## src/rtl/mbet_pkg.sv

```systemverilog
// ----------------------------------------------------------------------------
// mbet_pkg
// Shared constants, register indexes and helper functions for the
// Mandelbrot escape-time engine.
// ----------------------------------------------------------------------------
package mbet_pkg;

  // Image edge length in pixels; a coordinate index is clamped below it.
  localparam int unsigned IMAGE_SIZE    = 512;
  // Fraction bits of the signed 32-bit coordinate format.
  localparam int unsigned FRACTION_BITS = 28;
  // Shift that turns an exact squared magnitude into whole units.
  localparam int unsigned ESC_SHIFT     = 2 * FRACTION_BITS;

  localparam int unsigned IDX_W   = 9;
  localparam int unsigned COORD_W = 32;
  localparam int unsigned STEP_W  = 31;
  localparam int unsigned COUNT_W = 20;
  localparam int unsigned THR_W   = 4;
  localparam int unsigned PROD_W  = 64;
  localparam int unsigned MUL_W   = 33;

  // Configuration register indexes.
  typedef enum logic [2:0] {
    CFG_X_MIN    = 3'd0,
    CFG_Y_MIN    = 3'd1,
    CFG_X_STEP   = 3'd2,
    CFG_Y_STEP   = 3'd3,
    CFG_MAX_ITER = 3'd4,
    CFG_ESC_THR  = 3'd5
  } cfg_idx_t;

  // Register values after reset.
  localparam logic [COORD_W-1:0] X_MIN_RST    = 32'hE000_0000;
  localparam logic [COORD_W-1:0] Y_MIN_RST    = 32'hE000_0000;
  localparam logic [STEP_W-1:0]  X_STEP_RST   = 31'd2101257;
  localparam logic [STEP_W-1:0]  Y_STEP_RST   = 31'd2101257;
  localparam logic [COUNT_W-1:0] MAX_ITER_RST = 20'd200000;
  localparam logic [THR_W-1:0]   ESC_THR_RST  = 4'd2;

  // Saturate a 64-bit signed value into the 32-bit signed range.
  function automatic logic signed [COORD_W-1:0] sat32(input logic signed [PROD_W-1:0] v);
    logic signed [COORD_W-1:0] res;
    if (v > 64'sh0000_0000_7FFF_FFFF) begin
      res = 32'sh7FFF_FFFF;
    end else if (v < -64'sh0000_0000_8000_0000) begin
      res = -32'sh8000_0000;
    end else begin
      res = v[COORD_W-1:0];
    end
    return res;
  endfunction

  // Clamp a pixel index to the last row or column of the image.
  function automatic logic [IDX_W-1:0] clamp_idx(input logic [IDX_W-1:0] idx);
    logic [IDX_W-1:0] res;
    if (32'(idx) >= IMAGE_SIZE) begin
      res = IDX_W'(IMAGE_SIZE - 1);
    end else begin
      res = idx;
    end
    return res;
  endfunction

endpackage

```

## src/rtl/mandelbrot_escape_time.sv

```systemverilog
// ----------------------------------------------------------------------------
// mandelbrot_escape_time
// Escape-time iteration for one pixel at a time, built around a single
// shared signed multiplier under a small sequencer.
// ----------------------------------------------------------------------------
// A pixel beat (row, column) maps to c = (x_min + row*x_step) +
// i(y_min + col*y_step) in signed Q4.28 with saturation, and the engine runs
// z = z*z + c from z = c until |z|^2 reaches escape_threshold (whole units)
// or the count reaches max_iterations; the result beat carries the count and
// echoes row and column. All products go through one 33x33 signed multiplier
// with a registered output, so each iteration steps in turn through zr^2,
// zi^2, zr*zi, then the escape test and the update. A new pixel beat is
// taken only once the previous pixel's result has been parked. While a
// pixel is in flight in_stall is high. The finished result sits in an output
// register, so the input is free again as soon as the result is parked
// there, even if the consumer is still stalling. Configuration writes are
// always taken (cfg_ready is tied high) and must only be issued while the
// engine is idle.
module mandelbrot_escape_time
  import mbet_pkg::*;
(
  input  logic               clk,
  input  logic               rst_n,

  input  logic               cfg_valid,
  output logic               cfg_ready,
  input  logic [2:0]         cfg_index,
  input  logic [31:0]        cfg_data,

  input  logic               in_valid,
  output logic               in_stall,
  input  logic [IDX_W-1:0]   in_pixel_row,
  input  logic [IDX_W-1:0]   in_pixel_col,

  output logic               out_valid,
  input  logic               out_stall,
  output logic [COUNT_W-1:0] out_iteration_count,
  output logic [IDX_W-1:0]   out_row,
  output logic [IDX_W-1:0]   out_col
);

  // Sequencer states: coordinate setup, then a four-step iteration loop.
  typedef enum logic [2:0] {
    S_IDLE,
    S_CR_MUL,
    S_CI_MUL,
    S_CI_ADD,
    S_RR,
    S_II,
    S_RI,
    S_UPD
  } state_t;

  state_t state_r, state_nxt;

  // Configuration registers.
  logic signed [COORD_W-1:0] x_min_r, x_min_nxt;
  logic signed [COORD_W-1:0] y_min_r, y_min_nxt;
  logic [STEP_W-1:0]         x_step_r, x_step_nxt;
  logic [STEP_W-1:0]         y_step_r, y_step_nxt;
  logic [COUNT_W-1:0]        max_iter_r, max_iter_nxt;
  logic [THR_W-1:0]          esc_thr_r, esc_thr_nxt;

  // Working registers for the pixel in flight.
  logic [IDX_W-1:0]          row_r, row_nxt;
  logic [IDX_W-1:0]          col_r, col_nxt;
  logic signed [COORD_W-1:0] cr_r, cr_nxt;
  logic signed [COORD_W-1:0] ci_r, ci_nxt;
  logic signed [COORD_W-1:0] zr_r, zr_nxt;
  logic signed [COORD_W-1:0] zi_r, zi_nxt;
  logic signed [PROD_W-1:0]  prod_r, prod_nxt;
  logic signed [PROD_W-1:0]  sqr_r, sqr_nxt;
  logic signed [PROD_W-1:0]  diff_r, diff_nxt;
  logic [PROD_W-1:0]         mag_r, mag_nxt;
  logic [COUNT_W-1:0]        count_r, count_nxt;

  // Result register.
  logic                      out_valid_r, out_valid_nxt;
  logic [COUNT_W-1:0]        out_count_r, out_count_nxt;
  logic [IDX_W-1:0]          out_row_r, out_row_nxt;
  logic [IDX_W-1:0]          out_col_r, out_col_nxt;

  // Shared multiplier.
  logic signed [MUL_W-1:0]   mul_a, mul_b;
  logic signed [2*MUL_W-1:0] mul_p;

  logic                      in_beat;
  logic                      slot_free;
  logic                      keep_going;
  logic signed [PROD_W-1:0]  nr_wide, ni_wide;

  assign cfg_ready           = 1'b1;
  assign in_stall            = (state_r != S_IDLE);
  assign in_beat             = in_valid && !in_stall;
  assign out_valid           = out_valid_r;
  assign out_iteration_count = out_count_r;
  assign out_row             = out_row_r;
  assign out_col             = out_col_r;

  // The result slot can take a new value if empty or emptying this cycle.
  assign slot_free = !out_valid_r || !out_stall;

  // Operand selection for the multiplier. Indexes and steps are unsigned and
  // enter with a zero top bit; z components are sign-extended.
  always_comb begin
    unique case (state_r)
      S_CR_MUL: begin
        mul_a = MUL_W'(clamp_idx(row_r));
        mul_b = MUL_W'(x_step_r);
      end
      S_CI_MUL: begin
        mul_a = MUL_W'(clamp_idx(col_r));
        mul_b = MUL_W'(y_step_r);
      end
      S_RR: begin
        mul_a = {zr_r[COORD_W-1], zr_r};
        mul_b = {zr_r[COORD_W-1], zr_r};
      end
      S_II: begin
        mul_a = {zi_r[COORD_W-1], zi_r};
        mul_b = {zi_r[COORD_W-1], zi_r};
      end
      S_RI: begin
        mul_a = {zr_r[COORD_W-1], zr_r};
        mul_b = {zi_r[COORD_W-1], zi_r};
      end
      default: begin
        mul_a = '0;
        mul_b = '0;
      end
    endcase
  end

  assign mul_p = mul_a * mul_b;

  // Escape test: the count is still under the cap and the squared magnitude,
  // in whole units, is still under the threshold.
  assign keep_going = (count_r < max_iter_r) &&
                      ((mag_r >> ESC_SHIFT) < PROD_W'(esc_thr_r));

  // Next z, rounded toward minus infinity; the cross term keeps one more bit
  // because it carries the factor of two.
  assign nr_wide = (diff_r >>> FRACTION_BITS) +
                   $signed({{COORD_W{cr_r[COORD_W-1]}}, cr_r});
  assign ni_wide = (prod_r >>> (FRACTION_BITS - 1)) +
                   $signed({{COORD_W{ci_r[COORD_W-1]}}, ci_r});

  always_comb begin
    state_nxt     = state_r;
    x_min_nxt     = x_min_r;
    y_min_nxt     = y_min_r;
    x_step_nxt    = x_step_r;
    y_step_nxt    = y_step_r;
    max_iter_nxt  = max_iter_r;
    esc_thr_nxt   = esc_thr_r;
    row_nxt       = row_r;
    col_nxt       = col_r;
    cr_nxt        = cr_r;
    ci_nxt        = ci_r;
    zr_nxt        = zr_r;
    zi_nxt        = zi_r;
    prod_nxt      = mul_p[PROD_W-1:0];
    sqr_nxt       = sqr_r;
    diff_nxt      = diff_r;
    mag_nxt       = mag_r;
    count_nxt     = count_r;
    out_valid_nxt = out_valid_r && out_stall;
    out_count_nxt = out_count_r;
    out_row_nxt   = out_row_r;
    out_col_nxt   = out_col_r;

    if (cfg_valid && cfg_ready) begin
      unique case (cfg_index)
        CFG_X_MIN:    x_min_nxt    = cfg_data;
        CFG_Y_MIN:    y_min_nxt    = cfg_data;
        CFG_X_STEP:   x_step_nxt   = cfg_data[STEP_W-1:0];
        CFG_Y_STEP:   y_step_nxt   = cfg_data[STEP_W-1:0];
        CFG_MAX_ITER: max_iter_nxt = cfg_data[COUNT_W-1:0];
        CFG_ESC_THR:  esc_thr_nxt  = cfg_data[THR_W-1:0];
        default: ;
      endcase
    end

    unique case (state_r)
      S_IDLE: begin
        if (in_beat) begin
          row_nxt   = in_pixel_row;
          col_nxt   = in_pixel_col;
          count_nxt = '0;
          state_nxt = S_CR_MUL;
        end
      end
      S_CR_MUL: begin
        state_nxt = S_CI_MUL;
      end
      S_CI_MUL: begin
        // prod_r holds row * x_step.
        cr_nxt    = sat32({{COORD_W{x_min_r[COORD_W-1]}}, x_min_r} + prod_r);
        state_nxt = S_CI_ADD;
      end
      S_CI_ADD: begin
        // prod_r holds col * y_step; z starts at c.
        ci_nxt    = sat32({{COORD_W{y_min_r[COORD_W-1]}}, y_min_r} + prod_r);
        zi_nxt    = sat32({{COORD_W{y_min_r[COORD_W-1]}}, y_min_r} + prod_r);
        zr_nxt    = cr_r;
        state_nxt = S_RR;
      end
      S_RR: begin
        state_nxt = S_II;
      end
      S_II: begin
        sqr_nxt   = prod_r;
        state_nxt = S_RI;
      end
      S_RI: begin
        // Both squares are at most 2^62, so neither sum nor difference wraps.
        mag_nxt   = sqr_r + prod_r;
        diff_nxt  = sqr_r - prod_r;
        state_nxt = S_UPD;
      end
      S_UPD: begin
        // prod_r holds zr*zi here; hold it while a finished result waits.
        prod_nxt = prod_r;
        if (keep_going) begin
          zr_nxt    = sat32(nr_wide);
          zi_nxt    = sat32(ni_wide);
          count_nxt = count_r + 1'b1;
          state_nxt = S_RR;
        end else if (slot_free) begin
          out_valid_nxt = 1'b1;
          out_count_nxt = count_r;
          out_row_nxt   = row_r;
          out_col_nxt   = col_r;
          state_nxt     = S_IDLE;
        end
      end
      default: begin
        state_nxt = S_IDLE;
      end
    endcase
  end

  always_ff @(posedge clk) begin
    if (!rst_n) begin
      state_r     <= S_IDLE;
      out_valid_r <= 1'b0;
      x_min_r     <= X_MIN_RST;
      y_min_r     <= Y_MIN_RST;
      x_step_r    <= X_STEP_RST;
      y_step_r    <= Y_STEP_RST;
      max_iter_r  <= MAX_ITER_RST;
      esc_thr_r   <= ESC_THR_RST;
      count_r     <= '0;
    end else begin
      state_r     <= state_nxt;
      out_valid_r <= out_valid_nxt;
      x_min_r     <= x_min_nxt;
      y_min_r     <= y_min_nxt;
      x_step_r    <= x_step_nxt;
      y_step_r    <= y_step_nxt;
      max_iter_r  <= max_iter_nxt;
      esc_thr_r   <= esc_thr_nxt;
      count_r     <= count_nxt;
    end
    row_r       <= row_nxt;
    col_r       <= col_nxt;
    cr_r        <= cr_nxt;
    ci_r        <= ci_nxt;
    zr_r        <= zr_nxt;
    zi_r        <= zi_nxt;
    prod_r      <= prod_nxt;
    sqr_r       <= sqr_nxt;
    diff_r      <= diff_nxt;
    mag_r       <= mag_nxt;
    out_count_r <= out_count_nxt;
    out_row_r   <= out_row_nxt;
    out_col_r   <= out_col_nxt;
  end

  // The running count never passes the cap while a pixel is in flight.
  a_count_capped: assert property (@(posedge clk) disable iff (!rst_n)
    (state_r != S_IDLE) |-> (count_r <= max_iter_r))
    else $error("iteration count passed max_iterations");

  // An accepted pixel beat always makes the engine busy on the next cycle.
  a_busy_after_beat: assert property (@(posedge clk) disable iff (!rst_n)
    in_beat |=> (in_stall && count_r == '0))
    else $error("engine not busy after a pixel beat");

  // A freshly parked result never reports more iterations than the cap.
  a_result_capped: assert property (@(posedge clk) disable iff (!rst_n)
    (state_r == S_UPD && !keep_going && slot_free) |=>
      (out_valid_r && out_count_r <= max_iter_r && state_r == S_IDLE))
    else $error("result count above max_iterations");

endmodule

```

## config.mk

```make
export PLATFORM = sky130hd
export DESIGN_NAME = mandelbrot_escape_time
export DESIGN_NICKNAME = d
export VERILOG_FILES = /design/src/rtl/mbet_pkg.sv /design/src/rtl/mandelbrot_escape_time.sv
export SDC_FILE = /design/constraint.sdc
export NUM_CORES = 2
export LEC_CHECK = 0
export BUFFER_PORTS_ARGS = -buffer_cell sky130_fd_sc_hd__buf_2
export CELL_PAD_IN_SITES_DETAIL_PLACEMENT = 1
export CELL_PAD_IN_SITES_GLOBAL_PLACEMENT = 1
export CORE_MARGIN = 2
export CORE_UTILIZATION = 57
export CTS_BUF_LIST = sky130_fd_sc_hd__clkbuf_2 sky130_fd_sc_hd__clkbuf_4 sky130_fd_sc_hd__clkbuf_8
export CTS_CLUSTER_SIZE = 40
export DETAILED_ROUTE_END_ITERATION = 16
export PLACE_DENSITY_LB_ADDON = 0.1
export SETUP_SLACK_MARGIN = 0.2
export SYNTH_ARGS = -nofsm -noshare
export SYNTH_HDL_FRONTEND = slang
export SYNTH_SLANG_ARGS = --single-unit
```

## constraint.sdc

```tcl
create_clock -name clk -period 21 [get_ports clk]
set_input_delay 4.2 -clock clk [delete_from_list [all_inputs] [get_ports clk]]
set_output_delay 4.2 -clock clk [all_outputs]
set_load 0.1 [all_outputs]
```

* Word-level counts from Yosys, hierarchy flattened
Cells that the tools add are included. W data, S select, Z words.
Storage, ports and cells: flip-flop bits (word level) 614, input port bits 58, output and inout port bits 41
Cells by class: $add $sub $neg 7, $mul 1, order comparisons 10, equal/unequal tests 15, muxes and demuxes 23, bitwise gates (word level) 1, reduce and logical (&&, ||, !) cells 25
Operators with widths (number):
- $mux W32 | 9
- $pmux W33 S4 | 2
- $add A64 B64 Y64 | 3
- $gt A64 B32 Y1 const B | 2
- $lt A64 B32 Y1 const B | 2
- $pmux W32 S2 | 2
- $mul A33 B33 Y64 | 1
- $sub A64 B64 Y64 | 1
- $mux W20 | 2
- $pmux W20 S2 | 1
- $add A37 B32 Y38 | 1
- $gt A38 B32 Y1 const B | 1
- $lt A38 B32 Y1 const B | 1
- $add A36 B32 Y37 | 1
- $gt A37 B32 Y1 const B | 1
- $lt A37 B32 Y1 const B | 1
- $pmux W3 S8 | 1
- $add A20 B1 Y20 const B | 1
- $lt A20 B20 Y1 | 1
- $eq A3 B3 Y1 const B | 6
- $reduce_and A2 Y1 | 9
- $eq A3 B2 Y1 const B | 4
- $mux W3 | 3
- $lt A8 B4 Y1 | 1
- other kinds (13) | 25

* Longest topological paths before layout
depth after elaboration 6, mapped depth 41

* Worst setup path before layout
OpenSTA, ideal clock, no wires.
path type register -> register, from register state_r[1], to register prod_r[62], data pin, setup time 0.265 ns, arrival time 10.610 ns, data required time 20.735 ns, slack 10.125 ns, cell stages (with the launch flop) 36, buffers on the path 4, path through dfxtp_1 > inv_1 > ha_1 > and2_1 > clkbuf_1 > buf_1 > a22oi_1 > clkbuf_1 > nor2_1 > fa_1 > fa_1 > inv_1 > fa_1 > inv_1 > fa_1 > fa_1 > fa_1 > fa_1 > inv_1 > fa_1 > inv_1 > ha_1 > clkbuf_1 > a21o_1 > a21o_1 > a21o_1 > a21oi_1 > o21ai_0 > a211oi_1 > o21a_1 > o221ai_1 > nor2_1 > o21bai_1 > a21oi_1 > o21ai_0 > xor2_1
Between the ends: word-level cells in the longest chain between the ends 4
RTL lines:
- from (decl) | RTL line mandelbrot_escape_time.sv:54 | state_t state_r, state_nxt;
- from (signal assigned) | RTL line mandelbrot_escape_time.sv:255 | state_r <= state_nxt;
- $eq A3 B3 Y1 | RTL line mandelbrot_escape_time.sv:106 | unique case (state_r)
- $reduce_or A2 Y1 (no source line)
- $pmux W33 S4 | RTL line mandelbrot_escape_time.sv:106
- $mul A33 B33 Y64 * | RTL line mandelbrot_escape_time.sv:134 | assign mul_p = mul_a * mul_b;
- named net mul_p[62] | RTL line mandelbrot_escape_time.sv:85 | logic signed [2*MUL_W-1:0] mul_p;
- to (signal assigned) | RTL line mandelbrot_escape_time.sv:271 | prod_r <= prod_nxt;
- to (decl) | RTL line mandelbrot_escape_time.sv:71 | logic signed [PROD_W-1:0] prod_r, prod_nxt;
Mark *: on every way through the listed nets, which the timed path passes. The rest lies on a longest branch. A chain may end at the register's enable or synchronous reset.

* Final worst setup path
Ends and elaborated chain as after synthesis.

==> flow_summary.toml <==
[run_status]
status = "finished, final reports clean"

[yosys]
yosysTopAreaCell = "fa_1"
synth_area_per_cell_um2 = 9.05
ys_types = 93
syn_area_um2 = 72700
synth_seq_cells = 530
synth_edf_count = 356
synthFlopType = "edfxtp_1"
postSynthCellCount = 8037
synth-async-reset-ratio = 0
synth_top_area_frac = 0.305
yosys-top-cells-area = "fa_1 (31%), edfxtp_1 (15%), ha_1 (9.7%)"
yosysWarnings = 0
seq_area_frac_synth = 0.195
syn-num-nets = 9766

[cts]
path_clk_slew_ns = 0.07
cts_buffers = 93
cts_buffer_depth = 3
cts-htree-levels = 3
cts_resized = 0
postCtsHoldBufs = 0
insertion_delay_ns = 0.78
cts_setup_buffers = 0
clock_tree.root_cell = "clkbuf_8"
cts_tree = "done"
cts_sinks = 530

[placement]
place.gp.congestion = 0.987
placed_area_um2 = 75500
pre_cts_slack_ns = 8.19
numPortBuffers = 97
dpl.hpwl_um = 223000

[detailed_routing]
ant_nets = 0
via_per_inst = 6.39
dr.pass1.iters = 5
totalWireLength_um = 285000
drt_iter0_drc = 5632
via_count = 62500
wl_per_cell_um = 29.1
drc = 0

[pwr]
p_int_mw = 3.64
p_clk_frac = 0.149
p_seq_frac = 0.218
comb_power_share = 0.633
p_sw_mw = 3.93
switching_share = 0.519
power.density_nw_per_um2 = 97.5
irDropWorstVdd_mv = 0.175
p_leak_nw = 36.2

[worst_setup_path]
reg2reg_depth = 35
max_stage_delay_ns = 0.91
crit_required_ns = 21.46
critical_path_class = "register to register"
cp.arrival_ns = 13.53
crit_path_end_kind = "register"
cp_max_fo = 45
worst_setup_path_start_kind = "register"
slowest_stage = "a221o_1"
cp_common_cell = "fa_1"

[global_routing]
grt_overflow = 0
antenna_found_initial = 20
grt_first_pass_wirelength_um = 427000
grt_max_degree = 93
grt_pass1_vias = 68100
grt_util_all_layers = 0.441

[floorplanning]
die_h_um = 361
start_util = 0.573
num_rows = 131
fp.dieW_um = 361
dieArea_um2 = 130000
core-area_um2 = 127000
ioPinCount = 99

[finish]
layout.cells.most_common = "inv_1"
final_layout_size_suffix_gt1_frac = 0.0653
nets = 9750
most-common-layout-cells = "inv_1 (1249), fa_1 (1109), nand2_1 (1040)"
final_cell_area_um2 = 77600
syn2layout_area_growth_pct = 6.75

[sta]
fin_skew_ns = 0.0719
fin_tns_setup_ns = 0
period_share = 0.622
hold_violations = 0
finalSetupViolCount = 0
whs_ns = 0.461
layout_setup_ws_ns = 7.93
clock.fmax_mhz = 76.5
relSlewSlack = 0.109
worstMarginPinSlew_ns = 1.33
post-route-min-period_ns = 13.07
rsz0062_at_grt = "no"
maxSlewViolCount = 0

[worst_hold_path]
hp-class = "register to register"
hold_depth = 0

[flow_run]
drv_cap = 0
[layer usage]
metal  global-route usage  vias up  share of wire
met2                0.700     3264           0.45
met3               0.0998     1086          0.096
li1                     -    26300              -
met4                0.298       26          0.082
met1                0.539    31800           0.37
met5                    0        -        0.00073
[path summary, 6_finish.rpt]
path	endpoint	from	slack, ns
max	prod_r[62]	state_r[1]	7.93
min reg2reg	out_row[6]	row_r[6]	0.46
min	out_row[6]	row_r[6]	0.46
max reg2reg	prod_r[62]	state_r[1]	7.93
[Yosys cell counts, drive strengths merged, types with 39 or more instances]
cell type,number
inv,1251
fa,1109
nand2,1040
nor2,833
ha,562
a21oi,411
edfxtp,356
clkbuf,326
o21ai,217
xnor2,203
dfxtp,174
a21o,173
a21boi,133
nand3,92
xor2,67
nand4,65
nor3,64
o21a,62
o21bai,62
a31oi,60
a22o,58
nand2b,53
a221oi,45
nor2b,44
buf,41
a221o,40
or3,40
and3,39
[state kept, by name (all words and copies together), names as in the netlist, 32 cells and up]
register  flops
prod_r       64
sqr_r        64
diff_r       36
ci_r         32
cr_r         32
x_min_r      32
y_min_r      32
zi_r         32
zr_r         32
[critical path: cells and delay by family, from the launching register on]
| kind | cells | cell delay (ns) |
|---|---|---|
| AO/OA/AOI/OAI | 11 | 4.15 |
| XOR/XNOR | 1 | 0.17 |
| adder cells (fa/ha/maj) | 10 | 4.36 |
| buffers and inverters | 9 | 2.28 |
| flip-flops | 1 | 0.41 |
| AND/OR/NAND/NOR | 4 | 1.37 |
[power by group through the flow]
stage | Clock (mW) | Sequential, mW | Combinational [mW]
floorplan | 0 | 1.56 | 3.10
detailed placement | 0 | 1.66 | 4.63
global placement | 0 | 1.65 | 4.50
CTS | 1.13 | 1.64 | 4.68
global route | 1.16 | 1.65 | 5.13
finish | 1.12 | 1.65 | 4.79
[through the flow]
stage	cells	utilization	power, mW
floorplan	8037	-	4.65
global placement	9588	0.594	6.15
detailed placement	9588	0.594	6.30
CTS	9764	0.611	7.45
global route	9765	0.611	7.94
finish	9780	0.611	7.57
[cell type report]
type	count	area, um^2
Clock inverter	39	389
Antenna cell	16	40.0
Tap cell	1662	2080
Sequential cell	530	14200
Clock buffer	137	1740
Multi-Input combinational cell	5889	52800
Timing Repair Buffer	256	1680
Fill cell	14600	49400
Inverter	1251	4700
[cells by family (layout without fill, tap and decap cells)]
group / count (synthesis) / after routing / share of synthesized area
other: 1 / 17 / 0.0000516
buffers and inverters: 1618 / 1683 / 0.0845
multiplexers: 13 / 13 / 0.00181
XOR/XNOR: 270 / 270 / 0.0325
adder cells (fa/ha/maj): 1671 / 1671 / 0.402
AO/OA/AOI/OAI: 1540 / 1540 / 0.144
AND/OR/NAND/NOR: 2394 / 2394 / 0.140
flip-flops: 530 / 530 / 0.195
Note: power is estimated with default switching activity, not from simulation.
